<file path="config.mk">
export PLATFORM = sky130hd
export DESIGN_NAME = salc_ctrl
export DESIGN_NICKNAME = d
export VERILOG_FILES = /design/src/hdl/salc_pkg.sv /design/src/hdl/salc_ctrl.sv
export SDC_FILE = /design/constraint.sdc
export NUM_CORES = 1
export LEC_CHECK = 0
export ABC_AREA = 1
export BUFFER_PORTS_ARGS = -buffer_cell sky130_fd_sc_hd__buf_2
export CAP_MARGIN = 40
export CORE_AREA = 2 2 39 41
export CTS_CLUSTER_SIZE = 30
export DETAILED_ROUTE_END_ITERATION = 10
export DIE_AREA = 0 0 41 43
export PLACE_DENSITY_LB_ADDON = 0.1
export SLEW_MARGIN = 15
export SYNTH_ARGS = -nofsm -noshare
export SYNTH_HDL_FRONTEND = slang
export SYNTH_SLANG_ARGS = --single-unit
</file>
<file path="constraint.sdc">
create_clock -name clk -period 1.95 [get_ports clk]
set_input_delay 0 -clock clk [delete_from_list [all_inputs] [get_ports clk]]
set_output_delay 0 -clock clk [all_outputs]
set_load 0.005 [all_outputs]
</file>
<file path="src/hdl/salc_pkg.sv">
// shared types and constants for the set-associative cache model
`default_nettype none
package salc_pkg;
  localparam int MAX_SET_BITS = 6;
  localparam int MAX_WAYS     = 8;
  localparam int ADDR_WIDTH   = 32;
  localparam int NUM_SETS     = 1 << MAX_SET_BITS;
  localparam int WAY_W        = $clog2(MAX_WAYS);
  localparam int WAYCNT_W     = $clog2(MAX_WAYS + 1);
  localparam int RANK_W       = (MAX_WAYS > 1) ? $clog2(MAX_WAYS) : 1;
  localparam int SET_W        = (MAX_SET_BITS > 0) ? MAX_SET_BITS : 1;
  localparam int LINE_W       = 1 + ADDR_WIDTH + RANK_W;
  localparam int ROW_W        = LINE_W * MAX_WAYS;
  localparam int CNT_W        = 32;

  localparam logic [1:0] OP_IGNORE = 2'd0;
  localparam logic [1:0] OP_LOAD   = 2'd1;
  localparam logic [1:0] OP_STORE  = 2'd2;
  localparam logic [1:0] OP_MODIFY = 2'd3;

  localparam logic [1:0] REG_SET_BITS = 2'd0;
  localparam logic [1:0] REG_WAYS     = 2'd1;
  localparam logic [1:0] REG_BLOCK    = 2'd2;

  typedef enum logic [2:0] {
    ST_CLEAR, ST_IDLE, ST_READ, ST_EVAL, ST_OUT
  } state_t;

  typedef struct packed {
    logic clr_step;   // write zero row at clear index
    logic load;       // capture input beat
    logic rd;         // read set row
    logic eval;       // compute and write back
    logic out_load;   // load output register
  } cmd_t;

  typedef struct packed {
    logic clr_done;
    logic second;     // modify has a second access pending
  } sts_t;
endpackage
`default_nettype wire

</file>
<file path="src/hdl/salc_ctrl.sv">
// controller state machine of the cache model
`default_nettype none
module salc_ctrl (
  input  wire logic          clk,
  input  wire logic          rst,
  input  wire logic          in_fire,
  input  wire logic          in_ignore,
  input  wire logic          out_free,
  input  wire salc_pkg::sts_t sts,
  output salc_pkg::cmd_t     cmd,
  output logic               in_ready
);
  import salc_pkg::*;
  state_t state, state_next;

  always_ff @(posedge clk) begin
    if (rst) state <= ST_CLEAR;
    else state <= state_next;
  end

  always_comb begin
    state_next = state;
    cmd = '0;
    in_ready = 1'b0;
    case (state)
      ST_CLEAR: begin
        cmd.clr_step = 1'b1;
        if (sts.clr_done) state_next = ST_IDLE;
      end
      ST_IDLE: begin
        in_ready = 1'b1;
        if (in_fire) begin
          cmd.load = 1'b1;
          if (!in_ignore) state_next = ST_READ;
        end
      end
      ST_READ: begin
        cmd.rd = 1'b1;
        state_next = ST_EVAL;
      end
      ST_EVAL: begin
        cmd.eval = 1'b1;
        state_next = ST_OUT;
      end
      ST_OUT: begin
        if (out_free) begin
          cmd.out_load = 1'b1;
          state_next = sts.second ? ST_READ : ST_IDLE;
        end
      end
      default: state_next = ST_IDLE;
    endcase
  end
endmodule
`default_nettype wire

</file>
==> metrics.csv <==
stage;metric;value;unit
status;status;complete, no violations;
die;die_width;41;µm
sta;post-route-period-util;0.549;
sta;grt_setup_unrepaired;no;
yosys;synth_top_family_by_area;simple AND/OR/NAND/NOR gates;
yosys;synth_area_per_cell;5.41;µm²
yosys;synth_compound_area_frac;0.0538;
power_and_ir_drop;powerDensity;777;mW/mm²
sta;timing.setup.tns;0;ps
die;coreArea;0.00138;mm²
sta;min_period;1070;ps
clock_network;ctsResizeCount;0;
setup_path;cp-end-kind;primary output;
setup_path;startpoint;state[2];
route;dr.first_iter.drc_count;2;
die;ios;13;
yosys;synth-xor-area-share;0;
setup_path;slowest_stage;dfxtp_1;
cells_and_area;final_layout_size_suffix_gt1_frac;0.317;
clock_network;clk_latency;230;ps
sta;finalMaxSlewViolations;0;
cells_and_area;regMostFlops;state;
global_route;grt_pass1_vias;256;
cells_and_area;largest_reg_flops;3;
yosys;synth_cells;43;
global_route;grt_usage;0.0792;
cells_and_area;final_cell_mix;inv_1 (13), buf_2 (12), nand2_1 (10), nor2_1 (6);
route;drtAntennaViolNets;0;
sta;setup_viol;0;
setup_path;cp-start-kind;flop;
sta;tightest_slew;233;ps
yosys;syn_nets;50;
route;drc_errors;0;
setup_path;critPathMaxFanout;7;
cells_and_area;final_cell_count_no_fill;76;
placement;place.gp.congestion;0.627;
clock_network;cts_tree;built;
job;drv_cap;0;
power_and_ir_drop;pwr-share-clk;0.394;
setup_path;r2r_slack;940;ps
route;via_per_inst;3.61;
global_route;grt_pass1_wl;917;µm
setup_path;r2r-end;state[0];
sta;relSlewSlack;0.845;
power_and_ir_drop;pwr-share-seq;0.284;
cells_and_area;multiInputGateArea;120;µm²
power_and_ir_drop;p_int;184;µW
setup_path;worstPathRequired;1950;ps
clock_network;cts_max_level;1;
cells_and_area;biggestRegsByFlops;state: 3 flops;
sta;layout_setup_ws;879;ps
cells_and_area;nFillCells;168;
cells_and_area;final_common_cell;inv_1;
clock_network;cts_setup_buffers;0;
yosys;synth.area.mux_share;0;
placement;post-dp-hpwl;459;µm
yosys;ys_ff_latch;3;
die;die-height;43;µm
route;wl_per_cell;7.04;µm
route;finalWirelength;535;µm
clock_network;clk_pin_slew;40;ps
setup_path;cp.depth;3;
global_route;grt_remaining_overflow;0;
yosys;ys_warn_count;0;
power_and_ir_drop;comb_power_share;0.322;
setup_path;cp.arrival;1070;ps
die;initial_core_util;0.168;
route;vias;274;
power_and_ir_drop;swShare;0.321;
hold_path;min_path_type;in2reg;
clock_network;numCtsBuffers;3;
route;dr.pass1.iters;2;
placement;dp.cells;71;
die;die_area;0.00176;mm²
yosys;synth_seq_area_share;0.258;
cells_and_area;nets;68;
power_and_ir_drop;leakagePower;0.230;nW
sta;clock_skew;1.14;ps
cells_and_area;syn2layout_area_growth;50.0;%
yosys;synth_fa_ha_area_frac;0;
placement;place.port_buffers;12;
setup_path;cp_top_family;flip-flops;
die;row_count;14;
yosys;synth_cell_types;11;
sta;fmax;0.934;GHz
power_and_ir_drop;ir_worst_vdd;0.415;mV
setup_path;cp-endpoint;cmd[0];
clock_network;cts-root-buf;clkbuf_4;
power_and_ir_drop;switchingPower;87.0;µW
cells_and_area;diodes;0;
setup_path;worstPathCellList;inv_2 > nor3_1 > buf_2;
placement;dp_slack;922;ps
sta;hold_violations;0;
setup_path;worstSetupPathType;reg2out;
clock_network;cts_sinks;3;
setup_path;reg2reg_from;state[2];
yosys;syn_area;233;µm²
setup_path;critPathMaxStageDelay;440;ps
yosys;synthSimpleGateAreaFrac;0.462;
clock_network;cts_buffer_depth;2;
setup_path;cp.buffers_inverters;2;
setup_path;ff2ff_path_depth;6;
global_route;antenna_found_initial;0;
cells_and_area;regArea;60.1;µm²
global_route;grt_max_degree;8;
[area by class of cell]
class	instances	area share
well taps	16	0.0573
flip-flops and latches	3	0.172
repair buffers	13	0.201
inverters	14	0.151
clock buffers	4	0.0753
multi-input cells	26	0.344
[stage by stage]
stage | total power, mW | hold WS (ps) | cell area (µm²) | util
final | 0.271 | 87.1 | 349 | 0.252
after global routing | 0.301 | 107 | 349 | 0.252
after CTS | 0.281 | 79.8 | 349 | 0.252
after detailed placement | 0.167 | 205 | 313 | 0.226
after global placement | 0.168 | 203 | 313 | 0.226
after floorplan | 0.134 | 66.9 | 233 | -
[logic make-up after synthesis]
kind of cell    after synthesis
simple gates                 24
buf+inv                      14
compound gates                2
flops                         3
[how the worst min path moves through the flow]
stage,end,cells past startpoint,start
after global placement,state[1],2,rst
final,state[2],4,out_free
after CTS,state[2],4,out_free
after detailed placement,state[1],2,rst
after floorplan,state[1],1,rst
after global routing,state[2],4,out_free
[worst register-to-register path, cell delays in order, from the launching register on]
cell,delay (ps)
dfxtp_1,440
inv_2,90
nand3_2,110
nor2_2,50
o21bai_1,140
nand2_1,60
inv_1,30
[cells in the mapped netlist, drive strengths merged]
master	instances	area (µm²)
nor2	8	35.0
o21bai	1	7.51
nand3	4	25.0
a21oi	1	5.00
dfxtp	3	60.1
inv	14	52.6
nor3	2	10.0
nand2	10	37.5
[power groups by stage]
stage | logic [mW] | registers (mW) | clock network, mW
after global placement | 0.0894 | 0.0782 | 0
after CTS | 0.0904 | 0.0771 | 0.114
final | 0.0872 | 0.0771 | 0.107
after floorplan | 0.0578 | 0.0764 | 0
after detailed placement | 0.0886 | 0.0781 | 0
after global routing | 0.104 | 0.0786 | 0.118
[repair_timing]
item,CTS,global route
hold endpoints to repair,2,0
hold buffers,1,0
setup endpoints to repair,0,0
[layer usage]
layer  vias to the layer above  GRT usage  routed length, µm
met5                         -          0                  0
met4                         0     0.0600                  0
met3                         0     0.0314                 38
met2                         7      0.113                252
met1                       110     0.0895                245
li1                        157          -                  -
Note: power is estimated with default switching activity, not from simulation.
